File: config.mk
export PLATFORM = sky130hd
export DESIGN_NAME = refcounted_handle_cache
export DESIGN_NICKNAME = d
export VERILOG_FILES = /design/src/design/rhc_pkg.sv /design/src/design/rhc_cell.sv /design/src/design/refcounted_handle_cache.sv
export SDC_FILE = /design/constraint.sdc
export NUM_CORES = 2
export LEC_CHECK = 0
export BUFFER_PORTS_ARGS = -buffer_cell sky130_fd_sc_hd__buf_2
export CAP_MARGIN = 20
export CORE_MARGIN = 3
export CORE_UTILIZATION = 60
export CTS_BUF_LIST = sky130_fd_sc_hd__clkbuf_8
export DETAILED_ROUTE_END_ITERATION = 6
export PLACE_DENSITY = 0.77
export SYNTH_ARGS = -nofsm -noshare
export SYNTH_HDL_FRONTEND = slang
export SYNTH_SLANG_ARGS = --single-unit
File: constraint.sdc
create_clock -name clk -period 11.5 [get_ports clk]
set_input_delay 2.3 -clock clk [delete_from_list [all_inputs] [get_ports clk]]
set_output_delay 2.3 -clock clk [all_outputs]
set_load 0.05 [all_outputs]
File: src/design/rhc_pkg.sv
// rhc_pkg: shared types, codes and defaults for the handle cache.
// Used by rhc_cell and refcounted_handle_cache; depends on nothing.
`default_nettype none

package rhc_pkg;

    localparam int DEF_HANDLES   = 128;
    localparam int DEF_SLOTS     = 16;
    localparam int DEF_KEY_BITS  = 16;
    localparam int DEF_TIME_BITS = 32;

    // handle bitmap is searched this many handles per cycle
    localparam int CHUNK      = 16;
    localparam int CHUNK_W    = 4;
    localparam int USER_BITS  = 8;
    localparam logic [USER_BITS-1:0] USER_MAX = 8'hFF;

    localparam logic [2:0] ST_OK         = 3'd0;
    localparam logic [2:0] ST_NOT_OPEN   = 3'd1;
    localparam logic [2:0] ST_NO_HANDLE  = 3'd2;
    localparam logic [2:0] ST_FULL       = 3'd3;
    localparam logic [2:0] ST_BAD_HANDLE = 3'd4;

    localparam logic OP_ATTACH = 1'b0;
    localparam logic OP_DETACH = 1'b1;

    typedef enum logic [1:0] {
        CMD_NONE,
        CMD_INSTALL,
        CMD_ATTACH,
        CMD_DETACH
    } cell_cmd_t;

    typedef struct packed {
        logic used;
        logic take;   // this slot beats the incoming eviction candidate
    } cell_stat_t;

    typedef struct packed {
        logic        operation;
        logic [15:0] name_id;
        logic [9:0]  handle_in;
        logic [31:0] now_time;
    } in_item_t;

    typedef struct packed {
        logic [2:0]  status;
        logic [6:0]  handle_out;
        logic [3:0]  slot;
        logic        reused;
        logic        evicted;
        logic [15:0] evicted_name;
    } out_item_t;

endpackage

`default_nettype wire

File: src/design/rhc_cell.sv
// rhc_cell: one object slot (valid, key, user count, idle stamp) and its
// link of the eviction candidate chain. Depends on rhc_pkg.
`default_nettype none

module rhc_cell #(
    parameter int KEY_BITS  = rhc_pkg::DEF_KEY_BITS,
    parameter int TIME_BITS = rhc_pkg::DEF_TIME_BITS
) (
    input  wire logic                  clk,
    input  wire logic                  rst_n,
    input  wire rhc_pkg::cell_cmd_t    cmd,
    input  wire logic [KEY_BITS-1:0]   key_in,
    input  wire logic [TIME_BITS-1:0]  time_in,
    input  wire logic                  best_valid_in,
    input  wire logic [TIME_BITS-1:0]  best_idle_in,
    output rhc_pkg::cell_stat_t        stat,
    output logic [KEY_BITS-1:0]        key_out,
    output logic [TIME_BITS-1:0]       idle_out
);
    import rhc_pkg::*;

    logic                  used_reg;
    logic [KEY_BITS-1:0]   key_reg;
    logic [USER_BITS-1:0]  users_reg;
    logic [TIME_BITS-1:0]  idle_reg;

    always_ff @(posedge clk or negedge rst_n)
    begin
        if (!rst_n)
        begin
            used_reg <= 1'b0;
        end
        else if (cmd == CMD_INSTALL)
        begin
            used_reg <= 1'b1;
        end
    end

    always_ff @(posedge clk)
    begin
        unique case (cmd)
            CMD_INSTALL:
            begin
                key_reg   <= key_in;
                users_reg <= USER_BITS'(1);
                idle_reg  <= '0;
            end
            CMD_ATTACH:
            begin
                if (users_reg != USER_MAX)
                begin
                    users_reg <= users_reg + USER_BITS'(1);
                end
                idle_reg <= '0;
            end
            CMD_DETACH:
            begin
                if (users_reg != '0)
                begin
                    users_reg <= users_reg - USER_BITS'(1);
                    if (users_reg == USER_BITS'(1))
                    begin
                        idle_reg <= time_in;
                    end
                end
            end
            default:
            begin
            end
        endcase
    end

    // strict compare keeps the lower slot on equal idle times
    assign stat.used = used_reg;
    assign stat.take = used_reg && (users_reg == '0) &&
                       (!best_valid_in || (idle_reg < best_idle_in));
    assign key_out   = key_reg;
    assign idle_out  = idle_reg;

endmodule

`default_nettype wire

File: src/design/refcounted_handle_cache.sv
// refcounted_handle_cache: top level with sequencer, handle bitmap, handle
// to slot memory and the row of rhc_cell slots. Depends on rhc_pkg, rhc_cell.
// One request is in work at a time. A detach goes from S_IDLE through S_DREAD
// and S_DAPPLY to S_DONE; a failed attach while closed or a bad handle goes
// straight from S_IDLE to S_DONE. An attach walks the slot row and the handle
// bitmap (16 handles a cycle) in parallel in S_SCAN, then S_APPLY and S_DONE.
// The result sits in an output register, so a new request is taken while the
// previous result still waits downstream.
`default_nettype none

module refcounted_handle_cache #(
    parameter int HANDLES   = rhc_pkg::DEF_HANDLES,
    parameter int SLOTS     = rhc_pkg::DEF_SLOTS,
    parameter int KEY_BITS  = rhc_pkg::DEF_KEY_BITS,
    parameter int TIME_BITS = rhc_pkg::DEF_TIME_BITS
) (
    input  wire logic               clk,
    input  wire logic               rst_n,
    input  wire logic               cfg_we,
    input  wire logic               cfg_data,
    input  wire logic               in_valid,
    output logic                    in_stall,
    input  wire rhc_pkg::in_item_t  in_item,
    output logic                    out_valid,
    input  wire logic               out_stall,
    output rhc_pkg::out_item_t      out_item
);
    import rhc_pkg::*;

    localparam int HW       = $clog2(HANDLES);
    localparam int SW       = $clog2(SLOTS);
    localparam int NCHUNK   = (HANDLES + CHUNK - 1) / CHUNK;
    localparam int PADW     = NCHUNK * CHUNK;
    localparam int SCAN_LEN = (SLOTS > NCHUNK) ? SLOTS : NCHUNK;
    localparam int CW       = $clog2(SCAN_LEN) + 1;

    typedef enum logic [2:0] {
        S_IDLE,
        S_SCAN,
        S_APPLY,
        S_DREAD,
        S_DAPPLY,
        S_DONE
    } state_t;

    function automatic out_item_t status_only(logic [2:0] st);
        out_item_t r;
        r = '0;
        r.status = st;
        return r;
    endfunction

    state_t                 state_reg;
    logic                   open_reg;
    logic [KEY_BITS-1:0]    key_reg;
    logic [HW-1:0]          handle_reg;
    logic [TIME_BITS-1:0]   time_reg;
    logic [CW-1:0]          cnt_reg;
    logic                   best_valid_reg;
    logic [TIME_BITS-1:0]   best_idle_reg;
    logic [SW-1:0]          best_idx_reg;
    logic [KEY_BITS-1:0]    best_key_reg;
    logic                   free_found_reg;
    logic [HW-1:0]          free_handle_reg;
    logic [HANDLES-1:0]     handle_used_reg;
    out_item_t              res_reg;
    logic                   out_valid_reg;
    out_item_t              out_item_reg;

    logic [SW-1:0]          slot_mem [HANDLES];
    logic [SW-1:0]          mem_rd_reg;

    cell_cmd_t              cell_cmd  [SLOTS];
    cell_stat_t             cell_stat [SLOTS];
    logic [KEY_BITS-1:0]    cell_key  [SLOTS];
    logic [TIME_BITS-1:0]   cell_idle [SLOTS];

    logic [SW-1:0]          cur_idx;
    logic                   slot_scan;
    logic                   chunk_scan;
    logic [PADW-1:0]        free_pad;
    logic [CHUNK-1:0]       chunk_bits;
    logic                   chunk_any;
    logic [CHUNK_W-1:0]     chunk_pos;
    logic [CW+CHUNK_W-1:0]  chunk_handle;
    logic                   hit_any;
    logic [SW-1:0]          hit_idx;
    logic                   empty_any;
    logic [SW-1:0]          empty_idx;
    logic                   att_ok;
    cell_cmd_t              att_cmd;
    logic [SW-1:0]          att_slot;
    logic [SW-1:0]          det_slot;
    logic                   handle_ok;
    logic [TIME_BITS-1:0]   stamp;
    logic                   out_free;

    // slot row
    for (genvar g = 0; g < SLOTS; g++)
    begin : g_cell
        rhc_cell #(
            .KEY_BITS  (KEY_BITS),
            .TIME_BITS (TIME_BITS)
        ) u_cell (
            .clk           (clk),
            .rst_n         (rst_n),
            .cmd           (cell_cmd[g]),
            .key_in        (key_reg),
            .time_in       (stamp),
            .best_valid_in (best_valid_reg),
            .best_idle_in  (best_idle_reg),
            .stat          (cell_stat[g]),
            .key_out       (cell_key[g]),
            .idle_out      (cell_idle[g])
        );
    end

    assign stamp     = (time_reg == '0) ? TIME_BITS'(1) : time_reg;
    assign cur_idx   = SW'(cnt_reg);
    assign slot_scan  = (cnt_reg < CW'(SLOTS));
    assign chunk_scan = (cnt_reg < CW'(NCHUNK));
    assign in_stall  = (state_reg != S_IDLE);
    assign out_free  = !out_valid_reg || !out_stall;
    assign handle_ok = ({1'b0, in_item.handle_in} < 11'(HANDLES)) &&
                       handle_used_reg[HW'(in_item.handle_in)];

    always_comb
    begin
        free_pad = '0;
        free_pad[HANDLES-1:0] = ~handle_used_reg;
        chunk_bits = '0;
        if (chunk_scan)
        begin
            chunk_bits = free_pad[cnt_reg * CHUNK +: CHUNK];
        end
        chunk_any = |chunk_bits;
        chunk_pos = '0;
        for (int b = CHUNK - 1; b >= 0; b--)
        begin
            if (chunk_bits[b])
            begin
                chunk_pos = CHUNK_W'(b);
            end
        end
        chunk_handle = {cnt_reg, chunk_pos};
    end

    always_comb
    begin
        hit_any   = 1'b0;
        hit_idx   = '0;
        empty_any = 1'b0;
        empty_idx = '0;
        for (int i = SLOTS - 1; i >= 0; i--)
        begin
            if (cell_stat[i].used && (cell_key[i] == key_reg))
            begin
                hit_any = 1'b1;
                hit_idx = SW'(i);
            end
            if (!cell_stat[i].used)
            begin
                empty_any = 1'b1;
                empty_idx = SW'(i);
            end
        end
    end

    always_comb
    begin
        att_ok   = 1'b1;
        att_cmd  = CMD_INSTALL;
        att_slot = best_idx_reg;
        priority if (!free_found_reg)
        begin
            att_ok = 1'b0;
        end
        else if (hit_any)
        begin
            att_cmd  = CMD_ATTACH;
            att_slot = hit_idx;
        end
        else if (empty_any)
        begin
            att_slot = empty_idx;
        end
        else if (!best_valid_reg)
        begin
            att_ok = 1'b0;
        end
        det_slot = (32'(mem_rd_reg) >= SLOTS) ? '0 : mem_rd_reg;
    end

    always_comb
    begin
        for (int i = 0; i < SLOTS; i++)
        begin
            cell_cmd[i] = CMD_NONE;
            if ((state_reg == S_APPLY) && att_ok && (att_slot == SW'(i)))
            begin
                cell_cmd[i] = att_cmd;
            end
            if ((state_reg == S_DAPPLY) && (det_slot == SW'(i)))
            begin
                cell_cmd[i] = CMD_DETACH;
            end
        end
    end

    // handle to slot table; read with the latched handle
    always_ff @(posedge clk)
    begin
        if ((state_reg == S_APPLY) && att_ok)
        begin
            slot_mem[free_handle_reg] <= att_slot;
        end
        mem_rd_reg <= slot_mem[handle_reg];
    end

    always_ff @(posedge clk or negedge rst_n)
    begin
        if (!rst_n)
        begin
            state_reg       <= S_IDLE;
            open_reg        <= 1'b0;
            handle_used_reg <= '0;
            out_valid_reg   <= 1'b0;
            cnt_reg         <= '0;
            best_valid_reg  <= 1'b0;
            free_found_reg  <= 1'b0;
        end
        else
        begin
            if (cfg_we)
            begin
                open_reg <= cfg_data;
            end
            if ((state_reg == S_DONE) && out_free)
            begin
                out_valid_reg <= 1'b1;
            end
            else if (!out_stall)
            begin
                out_valid_reg <= 1'b0;
            end
            unique case (state_reg)
                S_IDLE:
                begin
                    if (in_valid)
                    begin
                        key_reg        <= KEY_BITS'(in_item.name_id);
                        handle_reg     <= HW'(in_item.handle_in);
                        time_reg       <= TIME_BITS'(in_item.now_time);
                        cnt_reg        <= '0;
                        best_valid_reg <= 1'b0;
                        free_found_reg <= 1'b0;
                        if (in_item.operation == OP_DETACH)
                        begin
                            if (handle_ok)
                            begin
                                res_reg   <= '0;
                                state_reg <= S_DREAD;
                            end
                            else
                            begin
                                res_reg   <= status_only(ST_BAD_HANDLE);
                                state_reg <= S_DONE;
                            end
                        end
                        else if (!open_reg)
                        begin
                            res_reg   <= status_only(ST_NOT_OPEN);
                            state_reg <= S_DONE;
                        end
                        else
                        begin
                            res_reg   <= '0;
                            state_reg <= S_SCAN;
                        end
                    end
                end
                S_SCAN:
                begin
                    // eviction candidate passes from cell to cell
                    if (slot_scan && cell_stat[cur_idx].take)
                    begin
                        best_valid_reg <= 1'b1;
                        best_idle_reg  <= cell_idle[cur_idx];
                        best_idx_reg   <= cur_idx;
                        best_key_reg   <= cell_key[cur_idx];
                    end
                    if (!free_found_reg && chunk_any)
                    begin
                        free_found_reg  <= 1'b1;
                        free_handle_reg <= HW'(chunk_handle);
                    end
                    cnt_reg <= cnt_reg + CW'(1);
                    if (cnt_reg == CW'(SCAN_LEN - 1))
                    begin
                        state_reg <= S_APPLY;
                    end
                end
                S_APPLY:
                begin
                    if (att_ok)
                    begin
                        handle_used_reg[free_handle_reg] <= 1'b1;
                        res_reg.status     <= ST_OK;
                        res_reg.handle_out <= 7'(free_handle_reg);
                        res_reg.slot       <= 4'(att_slot);
                        res_reg.reused     <= hit_any;
                        res_reg.evicted    <= !hit_any && !empty_any;
                        res_reg.evicted_name <= (!hit_any && !empty_any) ?
                                                16'(best_key_reg) : 16'd0;
                    end
                    else
                    begin
                        res_reg.status <= free_found_reg ? ST_FULL : ST_NO_HANDLE;
                    end
                    state_reg <= S_DONE;
                end
                S_DREAD:
                begin
                    state_reg <= S_DAPPLY;
                end
                S_DAPPLY:
                begin
                    handle_used_reg[handle_reg] <= 1'b0;
                    res_reg.status <= ST_OK;
                    res_reg.slot   <= 4'(det_slot);
                    state_reg      <= S_DONE;
                end
                S_DONE:
                begin
                    if (out_free)
                    begin
                        out_item_reg  <= res_reg;
                        state_reg     <= S_IDLE;
                    end
                end
                default:
                begin
                    state_reg <= S_IDLE;
                end
            endcase
        end
    end

    assign out_valid = out_valid_reg;
    assign out_item  = out_item_reg;

endmodule

`default_nettype wire
# [Word-level counts from Yosys, hierarchy flattened]
# Memory sizes are Yosys's and may differ from the RTL's. A register that Yosys moved wholly into a read port is not among the register bits.
# Cells that the tools add are included.
[word_totals] regBits=1230 mem_bits_rw=512 inputBits=65 output_inout_bits=34 elab_cells=860 mem_count=1
[mem_list] memory="slot_mem" depth=128 width=4 read_ports=1 rd_ports_with_merged_regs=1 write_ports=1 line_no="refcounted_handle_cache.sv:70" text="logic [SW-1:0] slot_mem [HANDLES];"
[op_classes] n_addsub=33 order_cmp=25 eq_ne=187 n_shift=1 muxes=265 n_bitwise=5 reduce_logical=249
[ops] op="$mux 32" count=38
[ops] op="$pmux 32 s2" count=16
[ops] op="$lt 32x32->1" count=16
[ops] op="$pmux 8 s3" count=16
[ops] op="$eq 16x16->1" count=16
[ops] op="$mux 8" count=32
[ops] op="$not 128->128" count=2
[ops] op="$pmux 128 s2" count=1
[ops] op="$mux 4" count=43
[ops] op="$add 8x1->8 const B" count=16
[ops] op="$and 128x128->128" count=1
[ops] op="$bmux 32 s4" count=1
[ops] op="$eq 8x1->1 const B" count=16
[ops] op="$logic_not 8->1" count=16
[ops] op="$mux 128" count=1
[ops] op="$ne 8x8->1 const B" count=16
[ops] op="$or 128x128->128" count=1
[ops] op="$reduce_bool 8->1" count=16
[ops] op="$shiftx 128x10->16" count=1
[ops] op="$sub 8x1->8 const B" count=16
[ops] op="$reduce_and 3->1" count=40
[ops] op="$ne 2x1->1 const B" count=49
[ops] op="$logic_and 1x1->1" count=88
[ops] op="$mux 2" count=37
[ops] op="other kinds (49)" count=270

# [Longest topological paths before layout]
[logic_depth] depth_word=28 depth_mapped=20

# [By module]
# Synthesis repeated with hierarchy kept, for this count alone.
[unflattened] hier_cells=7789 hier_area_um2=95111.2
[by_module_without_submodules] module="refcounted_handle_cache" n_inst=1 cells_each=3472 area_per_inst_um2=44273.7
[by_module_without_submodules] module="rhc_cell at g_cell[0].u_cell ..." n_inst=10 cells_each=270 area_per_inst_um2=3164.3
[by_module_without_submodules] module="rhc_cell at g_cell[4].u_cell ..." n_inst=5 cells_each=269 area_per_inst_um2=3201.8
[by_module_without_submodules] module="rhc_cell at g_cell[9].u_cell" n_inst=1 cells_each=272 area_per_inst_um2=3185.6

# [Worst setup path before layout]
# OpenSTA, ideal clock, no wires.
[synth_path] kind="register -> register" startpoint="register key_reg[10]" endpoint="register g_cell[1].u_cell.idle_reg[0] (enable)" setup_time_ns=0.658 arrival_ns=7.854 t_required_ns=10.842 slack_ns=2.988 stages_incl_launch_ff=12 path_buffers=1 cell_sequence="edfxtp_1 -> buf_2 -> xor2_1 -> or4b_1 -> or4_1 -> o22ai_2 -> nor3_1 -> o31a_1 -> o21ai_1 -> nor3_1 -> nand2_1 -> o21ai_0"
[synth_between] elab_chain_cells=28 elab_cells_between_ends=83
[synth_rtl] item="from (decl)" line_no="refcounted_handle_cache.sv:55" text="logic [KEY_BITS-1:0] key_reg;"
[synth_rtl] item="from (signal assigned)" line_no="refcounted_handle_cache.sv:251" text="key_reg <= KEY_BITS'(in_item.name_id);"
[synth_rtl] item="$eq 16x16->1" line_no="refcounted_handle_cache.sv:156" text="if (cell_stat[i].used && (cell_key[i] == key_reg))"
[synth_rtl] item="$logic_and 1x1->1" line_no="refcounted_handle_cache.sv:156"
[synth_rtl] item="$mux 4 / $mux 1 (equally long branches) (16 in series)" line_no="refcounted_handle_cache.sv:156"
[synth_rtl] item="$mux 4 *" line_no="refcounted_handle_cache.sv:178" text="else if (hit_any)"
[synth_rtl] item="$mux 4 *" line_no="refcounted_handle_cache.sv:174" text="priority if (!free_found_reg)"
[synth_rtl] item="net att_slot[2]" line_no="refcounted_handle_cache.sv:92" text="logic [SW-1:0] att_slot;"
[synth_rtl] item="$eq 4x1->1 *" line_no="refcounted_handle_cache.sv:199" text="if ((state_reg == S_APPLY) && att_ok && (att_slot == SW'(i)))"
[synth_rtl] item="$logic_and 1x1->1 *" line_no="refcounted_handle_cache.sv:199"
[synth_rtl] item="$mux 2 *" line_no="refcounted_handle_cache.sv:199"
[synth_rtl] item="$mux 2 *" line_no="refcounted_handle_cache.sv:203" text="if ((state_reg == S_DAPPLY) && (det_slot == SW'(i)))"
[synth_rtl] item="$eq 2x2->1 / $eq 2x1->1 (equally long branches)" line_no="rhc_cell.sv:41" text="unique case (cmd)"
[synth_rtl] item="$reduce_or 2->1 (no source line)"
[synth_rtl] item="$reduce_bool 2->1 (no source line)"
[synth_rtl] item="$reduce_and 3->1 (no source line) *"
[synth_rtl] item="to (signal assigned)" line_no="rhc_cell.sv:63" text="idle_reg <= time_in;"
[synth_rtl] item="to (decl)" line_no="rhc_cell.sv:25" text="logic [TIME_BITS-1:0] idle_reg;"
# Mark *: on every way through the listed nets, which the timed path passes. The rest lies on a longest branch.
# A chain may end at the register's enable or synchronous reset.

# [Worst setup path in the final report]
[layout_path] startpoint="register key_reg[4]" endpoint="register g_cell[15].u_cell.idle_reg[29] (enable)"
[layout_between] elab_chain_cells=28 elab_cells_between_ends=83
[layout_rtl] item="$eq 16x16->1" line_no="refcounted_handle_cache.sv:156"
[layout_rtl] item="$logic_and 1x1->1" line_no="refcounted_handle_cache.sv:156"
[layout_rtl] item="$mux 4 / $mux 1 (equally long branches) (16 in series)" line_no="refcounted_handle_cache.sv:156"
[layout_rtl] item="$mux 4 / $mux 1 (equally long branches)" line_no="refcounted_handle_cache.sv:178"
[layout_rtl] item="$mux 4 / $mux 1 (equally long branches)" line_no="refcounted_handle_cache.sv:174"
[layout_rtl] item="$eq 4x4->1 / $logic_and 1x1->1 (equally long branches)" line_no="refcounted_handle_cache.sv:199"
[layout_rtl] item="$logic_and 1x1->1" line_no="refcounted_handle_cache.sv:199"
[layout_rtl] item="$mux 2 *" line_no="refcounted_handle_cache.sv:199"
[layout_rtl] item="$mux 2 *" line_no="refcounted_handle_cache.sv:203"
[layout_rtl] item="$eq 2x2->1 / $eq 2x1->1 (equally long branches)" line_no="rhc_cell.sv:41"
[layout_rtl] item="$reduce_or 2->1 (no source line)"
[layout_rtl] item="$reduce_bool 2->1 (no source line)"
[layout_rtl] item="$reduce_and 3->1 (no source line) *"
[layout_rtl] item="to (signal assigned)" line_no="rhc_cell.sv:63"
[layout_rtl] item="to (decl)" line_no="rhc_cell.sv:25"
# Every way passes the cells marked *; elsewhere a longest branch is shown, timed or not.

==> impl_metrics.csv <==
group,metric,value,unit
yosys,synth_edf_count,1586,
detailed_routing,drt_first_pass_iters,7,
clock_network,cts_root_buf,"clkbuf_8",
yosys,synth-seq-area-share,56.6,%
global_routing,grt.total_usage,35.0,%
critical_path,path_class,"reg -> reg",
timing,worst_pin_slew,1330,ps
yosys,synth_compound_area_share,10.2,%
global_routing,overflow,0,
yosys,yosysWarnings,0,
placed_design,placed_area,93900,µm²
yosys,ys_ff_latch,1746,
clock_network,cts_tree,"built",
timing,setup_viol,0,
placed_design,dp_slack,5460,ps
yosys,synth_fa_ha_area_share,7.76,%
global_routing,antenna_found_initial,16,
global_routing,grt_pass1_vias,64300,
timing,fin_crit_sh,53.4,%
timing,fin_hold_ws,412,ps
critical_path,cp-end-kind,"flop",
critical_path,r2r_start,"key_reg[4]$_DFFE_PP_",
yosys,yosys.area_share.simple,12.3,%
power_and_ir_drop,total_leakage_power,38.2,nW
clock_network,clk_pin_slew,70,ps
cells_and_area,layout-drive-gt1-share,14.4,%
timing,rsz0062_at_grt,"no",
yosys,ys_types,88,
timing,slew_violations,0,
cells_and_area,fin_area,99500,µm²
clock_network,htree_levels,5,
placed_design,portBuffers,98,
floorplan,ios,99,
detailed_routing,ant_nets,0,
timing,hold_viol_final,0,
cells_and_area,nFillCells,10700,
timing,setup_tns,0,ps
critical_path,arrival,6740,ps
clock_network,cts_resized,0,
global_routing,grt_pass1_wl,411000,µm
timing,slew_headroom,10.2,%
placed_design,post-dp-hpwl,183000,µm
detailed_routing,drt-vias-per-instance,7.06,
detailed_routing,routed_wl,278000,µm
floorplan,rows,142,
critical_path,r2r_setup_slack,5360,ps
floorplan,initial_core_util,60.6,%
min_path,hold-path-endpoint,"out_item[27]$_DFFE_PP_",
critical_path,path_max_fanout,43,
critical_path,r2r-end,"g_cell[15].u_cell.idle_out[29]$_SDFFCE_PP0P_",
yosys,synth_area,91200,µm²
clock_network,insertion_delay,1050,ps
clock_network,cts_hold_buf,0,
cells_and_area,syn_to_final_growth,9.06,%
yosys,syn_area_per_cell,13.1,µm²
clock_network,postCtsSetupBuffers,0,
critical_path,cp-start-kind,"flop",
detailed_routing,drc_errors,1,
yosys,synth_top_family_by_area,"simple AND/OR/NAND/NOR gates",
min_path,hp-start,"res_reg[27]$_SDFFCE_PN0P_",
clock_network,cts_max_path_buffers,4,
placed_design,place_congestion,0.983,
clock_network,clock_sinks,1746,
timing,skew,114,ps
min_path,hold_depth,0,
detailed_routing,drtIter0Drc,8809,
floorplan,coreArea,150000,µm²
detailed_routing,vias,65700,
cells_and_area,utilization,66.1,%
detailed_routing,wl_per_cell,29.9,µm
yosys,async_flop_share,8.93,%
power_and_ir_drop,peakVddDrop,0.000144,V
yosys,synth_ff_type,"edfxtp_1",
critical_path,critical_path_required,12100,ps
min_path,hp-class,"reg -> reg",
power_and_ir_drop,pwr_density_cell,163,nW/µm²
run_status,violations,"design-rule violations",
timing,setup_ws,5360,ps
critical_path,ff2ff_path_depth,14,
yosys,muxShareOfSynthArea,7.89,%
cells_and_area,final_nets,7715,
timing,fmax,163,MHz
yosys,synth_xor_area_share,2.89,%
floorplan,die_w,396,µm
yosys,syn_nets,7598,
floorplan,die_h,396,µm
clock_network,cts_buffers,305,
floorplan,die_area,157000,µm²
global_routing,grt_max_degree,129,
yosys,synthCells,6967,
run_status,status,"finished, violations left",
timing,min_period,6140,ps
run,max-cap-violations,0,
-- final cells by class --
| class | instances | area (µm²) | area share [%] |
|---|---|---|---|
| clock buffers | 325 | 4470 | 4.50 |
| well taps | 2016 | 2520 | 2.54 |
| flip-flops and latches | 1746 | 51600 | 51.9 |
| diodes | 4 | 10.0 | 0.0101 |
| inverters | 127 | 484 | 0.487 |
| multi-input cells | 4660 | 37800 | 38.0 |
| repair buffers | 244 | 1630 | 1.64 |
| clock inverters | 180 | 990 | 0.995 |
-- cells by family (layout without fill, tap and decap cells) --
group                    count (synthesis)  count (layout)
buffers and inverters                  561             876
AND/OR/NAND/NOR                       2062            2062
other                                    0               4
AO/OA/AOI/OAI                         1405            1405
flip-flops                            1746            1746
XOR/XNOR                               301             301
multiplexers                           326             326
adder cells (fa/ha/maj)                566             566
-- how the worst max path moves through the flow --
| stage | from | end | slack [ps] | cells after the start |
|---|---|---|---|---|
| 6_report | key_reg[4]$_DFFE_PP_ | g_cell[15].u_cell.idle_out[29]$_SDFFCE_PP0P_ | 5360 | 14 |
| 4_1_cts | key_reg[4]$_DFFE_PP_ | g_cell[15].u_cell.idle_out[29]$_SDFFCE_PP0P_ | 5400 | 15 |
| 3_3_place_gp | key_reg[13]$_DFFE_PP_ | g_cell[15].u_cell.users_reg[4]$_DFFE_PP_ | 5490 | 14 |
| 5_1_grt | key_reg[4]$_DFFE_PP_ | g_cell[15].u_cell.idle_out[29]$_SDFFCE_PP0P_ | 5060 | 15 |
| 3_5_place_dp | key_reg[13]$_DFFE_PP_ | g_cell[15].u_cell.idle_out[20]$_SDFFCE_PP0P_ | 5460 | 15 |
| 2_1_floorplan | key_reg[10]$_DFFE_PP_ | g_cell[1].u_cell.idle_out[0]$_SDFFCE_PP0P_ | 2990 | 11 |
-- critical path, cell delays in order, from the launching register on --
cell,delay (ps)
edfxtp_1,320
buf_4,420
xor2_1,150
or4b_2,700
or4_1,480
o22ai_1,390
nor4_1,170
nand4_1,270
nand3_1,330
nor3_1,470
a21o_1,240
ha_2,820
nand4b_1,290
o21ai_4,110
buf_4,480
-- synthesized netlist by cell type (all sizes together) (68+ instances only) --
master  count  area [µm²]
nor3      100         505
a21o      171        1280
o21ai     411        2060
nand3     153         781
inv       127         477
a221oi     68         596
dfrtp     156        3900
and3      423        2650
a21oi     189         950
a31oi      75         469
nand4     219        1370
and2      156         976
mux4      314        7070
xor2       82         718
xnor2     219        1920
nand2     306        1150
a22oi     170        1280
buf        87         380
nor2      374        1400
edfxtp   1586       47600
clkbuf    347        1300
ha        566        7080
-- report_power, final --
group | internal [mW] | switching, mW
registers | 7.28 | 0.209
clock network | 2.81 | 2.52
logic | 1.20 | 2.18
-- per-layer routing --
layer	GRT usage (%)	vias to the layer above	routed length [µm]
li1	-	27700	-
met2	52.9	4625	124000
met5	0	-	103
met3	8.83	898	35500
met1	48.3	32500	104000
met4	15.9	16	13900
-- layout by cell type, fill, tap and decap left out, types with 149 or more instances in the layout --
master / n
a21o_1: 171
a21oi_1: 187
a22oi_1: 170
and2_1: 155
and3_1: 421
clkbuf_8: 325
dfrtp_1: 153
edfxtp_1: 1586
ha_1: 565
inv_1: 198
mux4_2: 314
nand2_1: 299
nand3_1: 149
nand4_1: 219
nor2_1: 361
o21ai_0: 404
xnor2_1: 219
-- metrics by stage --
stage	total power [mW]	cells
after detailed placement	10.9	8786
after global placement	10.8	8784
after floorplan	9.75	6967
final	16.2	9302
after CTS	16.1	9291
after global routing	16.7	9299
No activity file was read; power rests on OpenSTA's default activity.
